--- config.mk ---
export PLATFORM = sky130hd
export DESIGN_NAME = rc_pwm_pulse_decoder_top
export DESIGN_NICKNAME = d
export VERILOG_FILES = /design/src/rtl/rcpwm_pkg.sv /design/src/rtl/rc_pwm_pulse_decoder_top.sv /design/src/rtl/rcpwm_lane.sv /design/src/rtl/rcpwm_counter.sv /design/src/rtl/rcpwm_merge.sv
export SDC_FILE = /design/constraint.sdc
export NUM_CORES = 1
export LEC_CHECK = 0
export BUFFER_PORTS_ARGS = -buffer_cell sky130_fd_sc_hd__buf_2
export CAP_MARGIN = 20
export CORE_ASPECT_RATIO = 0.7
export CORE_MARGIN = 2
export CORE_UTILIZATION = 50
export DETAILED_ROUTE_END_ITERATION = 10
export MAX_ROUTING_LAYER = met4
export PLACE_DENSITY = 0.64
export SKIP_CTS_REPAIR_TIMING = 1
export SLEW_MARGIN = 40
export SYNTH_ARGS = -nofsm -noshare
export SYNTH_HDL_FRONTEND = slang
export SYNTH_HIERARCHICAL = 1
export SYNTH_SLANG_ARGS = --single-unit
--- constraint.sdc ---
create_clock -name i_clk -period 5.41 [get_ports i_clk]
set_input_delay 1.082 -clock i_clk [delete_from_list [all_inputs] [get_ports i_clk]]
set_output_delay 1.082 -clock i_clk [all_outputs]
set_load 0.01 [all_outputs]
--- src/rtl/rcpwm_pkg.sv ---
// ----------------------------------------------------------------------------
// rcpwm_pkg
// Shared types, constants and helper functions for the rc pwm pulse decoder.
// ----------------------------------------------------------------------------
package rcpwm_pkg;

    // counter width of the pulse timers
    localparam int CNT_W   = 16;
    localparam int CMP_W   = (CNT_W > 16) ? CNT_W : 16;
    localparam int N_LINES = 5;

    // line positions within pin_levels
    localparam int LINE_ROLL   = 0;
    localparam int LINE_THRUST = 1;
    localparam int LINE_PITCH  = 2;
    localparam int LINE_YAW    = 3;
    localparam int LINE_EMG    = 4;
    localparam int N_GROUP     = 4;

    // conversion constants
    localparam int ANGLE_SHIFT  = 5;
    localparam int THRUST_SHIFT = 2;
    localparam int ANGLE_W      = 11;
    localparam int THRUST_W     = 14;
    localparam int ANGLE_OUT_W  = 12;

    // configuration register indexes
    localparam logic [1:0] CFG_FS_THR    = 2'd0;
    localparam logic [1:0] CFG_BRAKE_THR = 2'd1;
    localparam logic [1:0] CFG_FS_THRUST = 2'd2;
    localparam logic [1:0] CFG_ANG_OFS   = 2'd3;

    // configuration reset values
    localparam logic [15:0]         RST_FS_THR    = 16'd4500;
    localparam logic [15:0]         RST_BRAKE_THR = 16'd7500;
    localparam logic [THRUST_W-1:0] RST_FS_THRUST = 14'd1000;
    localparam logic [ANGLE_W-1:0]  RST_ANG_OFS   = 11'd187;

    // emergency codes
    localparam logic [1:0] EMG_NORMAL   = 2'd0;
    localparam logic [1:0] EMG_FAILSAFE = 2'd1;
    localparam logic [1:0] EMG_BRAKE    = 2'd2;

    typedef logic [CNT_W-1:0] t_count;
    typedef logic [N_LINES-1:0][CNT_W-1:0] t_widths;

    typedef struct packed {
        logic [4:0] pin_levels;
        logic       report;
    } t_in_word;

    typedef struct packed {
        logic signed [ANGLE_OUT_W-1:0] roll_angle;
        logic signed [ANGLE_OUT_W-1:0] pitch_angle;
        logic signed [ANGLE_OUT_W-1:0] yaw_angle;
        logic        [THRUST_W-1:0]    thrust_out;
        logic        [1:0]             emergency_code;
    } t_out_word;

    typedef struct packed {
        logic [15:0]         fs_thr;
        logic [15:0]         brake_thr;
        logic [THRUST_W-1:0] fs_thrust;
        logic [ANGLE_W-1:0]  ang_ofs;
    } t_cfg;

    // width >> 5, saturated to the angle range
    function automatic logic [ANGLE_W-1:0] sat_angle(input t_count w);
        t_count s;
        s = w >> ANGLE_SHIFT;
        if (CMP_W'(s) > CMP_W'({ANGLE_W{1'b1}}))
            return {ANGLE_W{1'b1}};
        else
            return ANGLE_W'(s);
    endfunction

    // width >> 2, saturated to the thrust range
    function automatic logic [THRUST_W-1:0] sat_thrust(input t_count w);
        t_count s;
        s = w >> THRUST_SHIFT;
        if (CMP_W'(s) > CMP_W'({THRUST_W{1'b1}}))
            return {THRUST_W{1'b1}};
        else
            return THRUST_W'(s);
    endfunction

endpackage

--- src/rtl/rc_pwm_pulse_decoder_top.sv ---
// ----------------------------------------------------------------------------
// rc_pwm_pulse_decoder_top
// Pulse-width capture of five receiver lines with a converted report word.
// ----------------------------------------------------------------------------
// One input word is one timer tick and is taken every clock while the output
// side keeps up. Five lanes detect edges in parallel; the four control lines
// share one saturating timer, the emergency line has its own. A word with the
// report bit set yields one result word, written into a two-entry output
// buffer at the edge that accepts it and visible in the next cycle. The input
// stalls only while that buffer is full, so sustained rate is one word per
// clock while the output side keeps up.
// ----------------------------------------------------------------------------
module rc_pwm_pulse_decoder_top
    import rcpwm_pkg::*;
(
    input  logic        i_clk,
    input  logic        i_rst_n,
    // input channel
    input  logic        i_in_valid,
    input  t_in_word    i_in_word,
    output logic        o_in_stall,
    // output channel
    output logic        o_out_valid,
    output t_out_word   o_out_word,
    input  logic        i_out_stall,
    // configuration write port
    input  logic        i_cfg_we,
    input  logic [1:0]  i_cfg_index,
    input  logic [15:0] i_cfg_wdata
);

    t_cfg               r_cfg;
    logic               accept;
    logic [N_LINES-1:0] rise;
    t_count             grp_count;
    t_count             emg_count;
    t_widths            width_next;
    t_out_word          result;

    t_out_word          r_buf [2];
    logic               r_wr_ptr;
    logic               r_rd_ptr;
    logic [1:0]         r_fill;
    logic               push;
    logic               pop;

    assign accept = i_in_valid & ~o_in_stall;

    // configuration registers
    always_ff @(posedge i_clk) begin
        if (!i_rst_n) begin
            r_cfg.fs_thr    <= RST_FS_THR;
            r_cfg.brake_thr <= RST_BRAKE_THR;
            r_cfg.fs_thrust <= RST_FS_THRUST;
            r_cfg.ang_ofs   <= RST_ANG_OFS;
        end else if (i_cfg_we) begin
            unique case (i_cfg_index)
                CFG_FS_THR:    r_cfg.fs_thr    <= i_cfg_wdata;
                CFG_BRAKE_THR: r_cfg.brake_thr <= i_cfg_wdata;
                CFG_FS_THRUST: r_cfg.fs_thrust <= i_cfg_wdata[THRUST_W-1:0];
                CFG_ANG_OFS:   r_cfg.ang_ofs   <= i_cfg_wdata[ANGLE_W-1:0];
                default:       r_cfg           <= r_cfg;
            endcase
        end
    end

    // shared timer for the control lines, own timer for the emergency line
    rcpwm_counter u_grp_cnt (
        .i_clk   (i_clk),
        .i_rst_n (i_rst_n),
        .i_en    (accept),
        .i_clear (|rise[N_GROUP-1:0]),
        .o_count (grp_count)
    );

    rcpwm_counter u_emg_cnt (
        .i_clk   (i_clk),
        .i_rst_n (i_rst_n),
        .i_en    (accept),
        .i_clear (rise[LINE_EMG]),
        .o_count (emg_count)
    );

    // one capture lane per line
    for (genvar g = 0; g < N_LINES; g++) begin : g_lane
        rcpwm_lane u_lane (
            .i_clk        (i_clk),
            .i_rst_n      (i_rst_n),
            .i_en         (accept),
            .i_level      (i_in_word.pin_levels[g]),
            .i_count      ((g == LINE_EMG) ? emg_count : grp_count),
            .o_rise       (rise[g]),
            .o_width_next (width_next[g])
        );
    end

    // conversion of the widths after this tick's latches
    rcpwm_merge u_merge (
        .i_widths (width_next),
        .i_cfg    (r_cfg),
        .o_word   (result)
    );

    // two-entry output buffer
    assign push        = accept & i_in_word.report;
    assign pop         = o_out_valid & ~i_out_stall;
    assign o_out_valid = (r_fill != 2'd0);
    assign o_in_stall  = (r_fill == 2'd2);
    assign o_out_word  = r_buf[r_rd_ptr];

    always_ff @(posedge i_clk) begin
        if (!i_rst_n) begin
            r_wr_ptr <= 1'b0;
            r_rd_ptr <= 1'b0;
            r_fill   <= 2'd0;
        end else begin
            if (push)
                r_wr_ptr <= ~r_wr_ptr;
            if (pop)
                r_rd_ptr <= ~r_rd_ptr;
            if (push && !pop)
                r_fill <= r_fill + 2'd1;
            else if (pop && !push)
                r_fill <= r_fill - 2'd1;
        end
    end

    always_ff @(posedge i_clk) begin
        if (push)
            r_buf[r_wr_ptr] <= result;
    end

endmodule

--- src/rtl/rcpwm_lane.sv ---
// ----------------------------------------------------------------------------
// rcpwm_lane
// One receiver line: edge detection against the previous level and capture
// of the running counter on a falling edge.
// ----------------------------------------------------------------------------
module rcpwm_lane
    import rcpwm_pkg::*;
(
    input  logic   i_clk,
    input  logic   i_rst_n,
    input  logic   i_en,
    input  logic   i_level,
    input  t_count i_count,
    output logic   o_rise,
    output t_count o_width_next
);

    logic   r_prev;
    t_count r_width;
    logic   fall;

    // edges against last tick's level
    assign o_rise = i_level & ~r_prev;
    assign fall   = r_prev & ~i_level;

    // latch the counter as it stood before this tick's update
    assign o_width_next = fall ? i_count : r_width;

    always_ff @(posedge i_clk) begin
        if (!i_rst_n) begin
            r_prev  <= 1'b0;
            r_width <= '0;
        end else if (i_en) begin
            r_prev  <= i_level;
            r_width <= o_width_next;
        end
    end

endmodule

--- src/rtl/rcpwm_counter.sv ---
// ----------------------------------------------------------------------------
// rcpwm_counter
// Saturating pulse timer, cleared on a rising edge of its line group.
// ----------------------------------------------------------------------------
module rcpwm_counter
    import rcpwm_pkg::*;
(
    input  logic   i_clk,
    input  logic   i_rst_n,
    input  logic   i_en,
    input  logic   i_clear,
    output t_count o_count
);

    t_count r_count;
    t_count n_count;

    // clear wins, otherwise count up and stick at full scale
    always_comb begin
        if (i_clear)
            n_count = '0;
        else if (r_count == {CNT_W{1'b1}})
            n_count = r_count;
        else
            n_count = r_count + 1'b1;
    end

    always_ff @(posedge i_clk) begin
        if (!i_rst_n) begin
            r_count <= '0;
        end else if (i_en) begin
            r_count <= n_count;
        end
    end

    assign o_count = r_count;

endmodule

--- src/rtl/rcpwm_merge.sv ---
// ----------------------------------------------------------------------------
// rcpwm_merge
// Combines the lane widths into one result word: centred angles, scaled
// thrust and the emergency code with failsafe forcing.
// ----------------------------------------------------------------------------
module rcpwm_merge
    import rcpwm_pkg::*;
(
    input  t_widths   i_widths,
    input  t_cfg      i_cfg,
    output t_out_word o_word
);

    logic [ANGLE_W-1:0]  s_roll;
    logic [ANGLE_W-1:0]  s_pitch;
    logic [ANGLE_W-1:0]  s_yaw;
    logic [THRUST_W-1:0] s_thr;
    logic                fs_active;
    logic                brake;

    assign s_roll  = sat_angle(i_widths[LINE_ROLL]);
    assign s_pitch = sat_angle(i_widths[LINE_PITCH]);
    assign s_yaw   = sat_angle(i_widths[LINE_YAW]);
    assign s_thr   = sat_thrust(i_widths[LINE_THRUST]);

    // emergency width against both thresholds
    assign fs_active = CMP_W'(i_widths[LINE_EMG]) > CMP_W'(i_cfg.fs_thr);
    assign brake     = CMP_W'(i_widths[LINE_EMG]) > CMP_W'(i_cfg.brake_thr);

    // centre the angles, apply failsafe forcing
    always_comb begin
        if (fs_active) begin
            o_word.roll_angle  = '0;
            o_word.pitch_angle = '0;
            o_word.yaw_angle   = '0;
            o_word.thrust_out  = i_cfg.fs_thrust;
        end else begin
            o_word.roll_angle  = $signed({1'b0, s_roll}  - {1'b0, i_cfg.ang_ofs});
            o_word.pitch_angle = $signed({1'b0, s_pitch} - {1'b0, i_cfg.ang_ofs});
            o_word.yaw_angle   = $signed({1'b0, s_yaw}   - {1'b0, i_cfg.ang_ofs});
            o_word.thrust_out  = s_thr;
        end
        if (brake)
            o_word.emergency_code = EMG_BRAKE;
        else if (fs_active)
            o_word.emergency_code = EMG_FAILSAFE;
        else
            o_word.emergency_code = EMG_NORMAL;
    end

endmodule
# [Word level (Yosys, flattened, before mapping)]
# Memories as Yosys holds them, arrays and structs flattened. A register that Yosys moved wholly into a read port is not among the register bits.
# Cells that the tools add are included.
[classes] addsub=7 order_cmp=6 n_eq_ne=8 n_mux=22 n_bitwise=27 reduce_logical=18
[op_table] cell="two-way mux 16 bit" count=9
[op_table] cell="two-way mux 50 bit" count=1
[op_table] cell="subtractor 11 x 11 -> 12 bit" count=3
[op_table] cell="> comparator 11 bit, second input constant" count=3
[op_table] cell="two-way mux 11 bit" count=3
[op_table] cell="adder 16 x 1 -> 16 bit, second input constant" count=2
[op_table] cell="== test 16 bit, second input constant" count=2
[op_table] cell="> comparator 16 bit" count=2
[op_table] cell="AND reduction 2 bit" count=10
[op_table] cell="> comparator 14 bit, second input constant" count=1
[op_table] cell="two-way mux 14 bit" count=1
[op_table] cell="inverter 1 bit" count=14
[op_table] cell="AND 1 bit" count=13
[op_table] cell="== test 2 bit, second input constant" count=3
[op_table] cell="two-way mux 2 bit" count=3
[op_table] cell="two-way mux 1 bit" count=5
[op_table] cell="inequality test 2 x 1 -> 1 bit, second input constant" count=2
[op_table] cell="nonzero test 2 bit" count=2
[op_table] cell="OR reduction 4 bit" count=1
[op_table] cell="adder 2 x 1 -> 2 bit, second input constant" count=1
[op_table] cell="== test 2 x 1 -> 1 bit, second input constant" count=1
[op_table] cell="logical AND 1 bit" count=2
[op_table] cell="zero test 1 bit" count=2
[op_table] cell="zero test 2 bit" count=1
[op_table] cell="subtractor 2 x 1 -> 2 bit, second input constant" count=1
[totals] reg_bits=178 ram_bits=104 input_bits=29 out_inout_bits=54 word_cells=112 n_memories=1
[mem_list] name="r_buf" words=2 word_bits=52 read_ports=1 rd_clocked_by_memory_dff=1 write_ports=1 line="rc_pwm_pulse_decoder_top.sv:40" source="t_out_word r_buf [2];"

# [Depth between registers and ports, before layout]
[depth] ltp_word=8 ltp_mapped=14 mapped_depth_nobuf=11

# [By module]
# Netlist, hierarchy kept.
[by_module_without_submodules] mod="rc_pwm_pulse_decoder_top" instances=1 cells_per_inst=444 area_each_um2=5998.3 seq_area_each_um2=4364.2
[by_module_without_submodules] mod="rcpwm_lane" instances=5 cells_per_inst=94 area_each_um2=954.7 seq_area_each_um2=340.3
[by_module_without_submodules] mod="rcpwm_merge" instances=1 cells_per_inst=397 area_each_um2=2857.7 seq_area_each_um2=0.0
[by_module_without_submodules] mod="rcpwm_counter" instances=2 cells_per_inst=111 area_each_um2=960.9 seq_area_each_um2=320.3

# [Worst setup path after synthesis]
# OpenSTA, ideal clock, no wires.
[synth_path] kind="input-to-reg" from="input i_in_word[0] (netlist name)" to="memory r_buf[0][0] (netlist name) (enable)" setup_time_ps=468 arrival_time_ps=3634 t_required_ps=4942 setup_slack_ps=1308 cell_stages=2 path_buffers=0 cell_sequence="and3_1 nor2b_1"
[synth_between] elab_chain_len=3
[synth_lines] element="start, declared" line="rc_pwm_pulse_decoder_top.sv:20" source="input t_in_word i_in_word,"
[synth_lines] element="AND 1 bit" line="rc_pwm_pulse_decoder_top.sv:105" source="assign push = accept & i_in_word.report;"
[synth_lines] element="two-way mux 1 bit" line="rc_pwm_pulse_decoder_top.sv:129" source="if (push)"
[synth_lines] element="two-way mux 1 bit (not written as such)" line="rc_pwm_pulse_decoder_top.sv:130" source="r_buf[r_wr_ptr] <= result;"
[synth_lines] element="end, declared" line="rc_pwm_pulse_decoder_top.sv:40"
# No other way between the ends.

==> flow_summary.yaml <==
floorplan:
  core.rowCount: 52
  floorplan.initialDensity_pct: 50.8
  core_area_um2: 28900
  ios: 83
  chipHeight_um: 147
  die_w_um: 209
  die-area_um2: 30700
cts:
  clockRootBuffer: "sky130_fd_sc_hd__clkbuf_16"
  cts.htree.levels: 1
  worst_setup_hold_path_clk_slew_ns: 0.06
  cts_buffers: 27
  tritoncts: "built"
  clk_path_buf_depth: 3
  numClockSinks: 266
  worstSkewPairLatency_ns: 0.55
drt:
  wire_per_inst_um: 19.3
  vias: 10700
  iteration_0_drc_count_of_the_detailed_router: 948
  firstDrtPassIters: 5
  vias_per_cell: 5.76
  detail_route.wirelength_mm: 36.0
  remaining_drc_errors: 0
  antenna_violating_nets_left: 0
timing:
  slew_headroom_pct: 44.8
  final_setup_tns_ns: 0
  finalCritPeriodShare_pct: 68.6
  holdWs_ns: 0.455
  setup_viol: 0
  finalHoldViolations: 0
  timing.clock.skew_ns: 0.0186
  period_minus_slack_ns: 3.71
  grt_setup_unrepaired: "no"
  finalMaxSlewViolations: 0
  maxClockFrequency_ghz: 0.269
  timing_worst_slew_pin_value_ns: 0.825
global_route:
  grt_overflow: 0
  grt_first_pass_wirelength_mm: 56.9
  grt_start_max_net_pins: 99
  antenna_found_initial: 1
  track_usage_pct: 24.2
  grt_pass1_vias: 9974
hold_path:
  hold_crit_path_type: "reg -> reg"
setup_path:
  reg2reg_slack_ns: 1.96
  timing.rr.end: "r_buf[1][37]"
  critical_path_class: "in -> reg"
  critical_path_arrival_ns: 3.97
  critical_path_destination: "r_buf[1][37]"
  r2r-start: "g_lane[4].u_lane/r_prev"
  critical_path_startpoint: "i_in_word[5]"
  critPathLaunchType: "input pin"
  maximum_fanout_count_along_the_critical_path: 25
  timing.critical_path.required_ns: 5.67
  worst_r2r_path_depth: 10
  timing.critical_path.to_type: "register"
placed_design:
  place.port_buffers: 82
  gp_congestion: 0.926
  dp.final_hpwl_mm: 25.5
yosys:
  ys_warn_count: 6
  synthesis.area_per_instance_um2: 10.1
  post_synth_instance_area_um2: 14700
  syn-num-nets: 1548
  postSynthCellCount: 1448
run:
  drv_cap: 0
power_and_ir_drop:
  worst_ir_drop_vdd_mv: 0.175
  power-per-cell-area_nw_per_um2: 309
  leakage_nw: 5.99
cells_and_area:
  layout-drive-gt1-share_pct: 20.6
  syn2layout_area_growth_pct: 8.03
  nets: 1567
  antenna_cells_inserted: 0
  layout.filler_cells: 2575
run_status:
  run_status: "completed"
how the worst min path moves through the flow:
stage	startpoint	end	slack, ns	cells after the start
after floorplan	g_lane[0].u_lane/r_width[5]	g_lane[0].u_lane/r_width[5]	0.43	2
after global placement	g_lane[3].u_lane/r_width[5]	g_lane[3].u_lane/r_width[5]	0.44	2
after detailed placement	g_lane[1].u_lane/r_width[8]	g_lane[1].u_lane/r_width[8]	0.44	2
after CTS	r_cfg[46]	r_cfg[46]	0.46	2
after global routing	g_lane[2].u_lane/r_width[9]	g_lane[2].u_lane/r_width[9]	0.47	2
final	r_cfg[42]	r_cfg[42]	0.45	2
layout make-up:
class	count	area, um2	share of cell area [%]
inverter	68	255	1.61
multi-input combinational	1007	7320	46.2
tap	378	473	2.98
sequential	266	6370	40.2
clock inverter	10	86.3	0.545
timing repair buffer	97	529	3.34
clock buffer	40	812	5.12
registers in the layout, indices dropped and copies added, names as in the netlist, named ones only:
| signal | count |
|---|---|
| r_rd_ptr | 1 |
| g_lane.u_lane/r_prev | 5 |
| r_cfg | 57 |
| g_lane.u_lane/r_width | 63 |
| r_buf | 104 |
| r_wr_ptr | 1 |
| u_grp_cnt/o_count | 16 |
| r_fill | 2 |
| u_emg_cnt/o_count | 16 |
through the flow:
| stage | instance area [um2] | total power [mW] | instances | utilization (%) | setup slack (ns) |
|---|---|---|---|---|---|
| floorplan | 14700 | 2.80 | 1448 | - | 1.31 |
| detailed placement | 14900 | 3.04 | 1816 | 51.7 | 0.883 |
| global placement | 14900 | 3.03 | 1816 | 51.7 | 0.928 |
| finish | 15800 | 4.89 | 1866 | 54.9 | 1.70 |
| CTS | 15800 | 4.94 | 1866 | 54.8 | 1.46 |
| global route | 15800 | 5.09 | 1866 | 54.9 | 1.52 |
per-layer routing:
layer | GRT usage (%) | vias to the layer above | share of wire (%)
met5 | - | - | 0
met4 | 3.14 | 0 | 1.1
met3 | 3.76 | 33 | 5.9
met2 | 32.1 | 302 | 39
met1 | 38.8 | 5246 | 54
li1 | - | 5163 | -
worst max-delay path: stages:
cell                       delay [ns]
sky130_fd_sc_hd__buf_2           0.12
sky130_fd_sc_hd__nor2b_1         0.11
sky130_fd_sc_hd__buf_4           0.29
sky130_fd_sc_hd__mux2_4          0.35
sky130_fd_sc_hd__ha_1            0.32
sky130_fd_sc_hd__nand4_1         0.19
sky130_fd_sc_hd__nor4_2          0.36
sky130_fd_sc_hd__a21boi_1        0.24
sky130_fd_sc_hd__o31a_4          0.47
sky130_fd_sc_hd__buf_4           0.31
sky130_fd_sc_hd__a211oi_1        0.09
layout by cell type (no fill, tap or decap), types with 30 or more instances in the layout:
cell type and count:
sky130_fd_sc_hd__inv_1 67, sky130_fd_sc_hd__nor2_1 40, sky130_fd_sc_hd__nor2b_1 30, sky130_fd_sc_hd__nand3_1 45, sky130_fd_sc_hd__mux2_4 47, sky130_fd_sc_hd__ha_1 68, sky130_fd_sc_hd__mux2_2 83, sky130_fd_sc_hd__a21oi_1 66
sky130_fd_sc_hd__nand2_1 272, sky130_fd_sc_hd__dfxtp_1 161, sky130_fd_sc_hd__buf_2 81, sky130_fd_sc_hd__mux2i_1 73, sky130_fd_sc_hd__edfxtp_1 104
power breakdown:
part	switching [mW]	total [mW]	internal, mW	leakage (nW)
Combinational	0.444	0.763	0.319	3.31
Clock	0.804	1.90	1.09	0.454
Sequential	0.0619	2.24	2.17	2.23
Note: power is estimated with default switching activity, not from simulation.
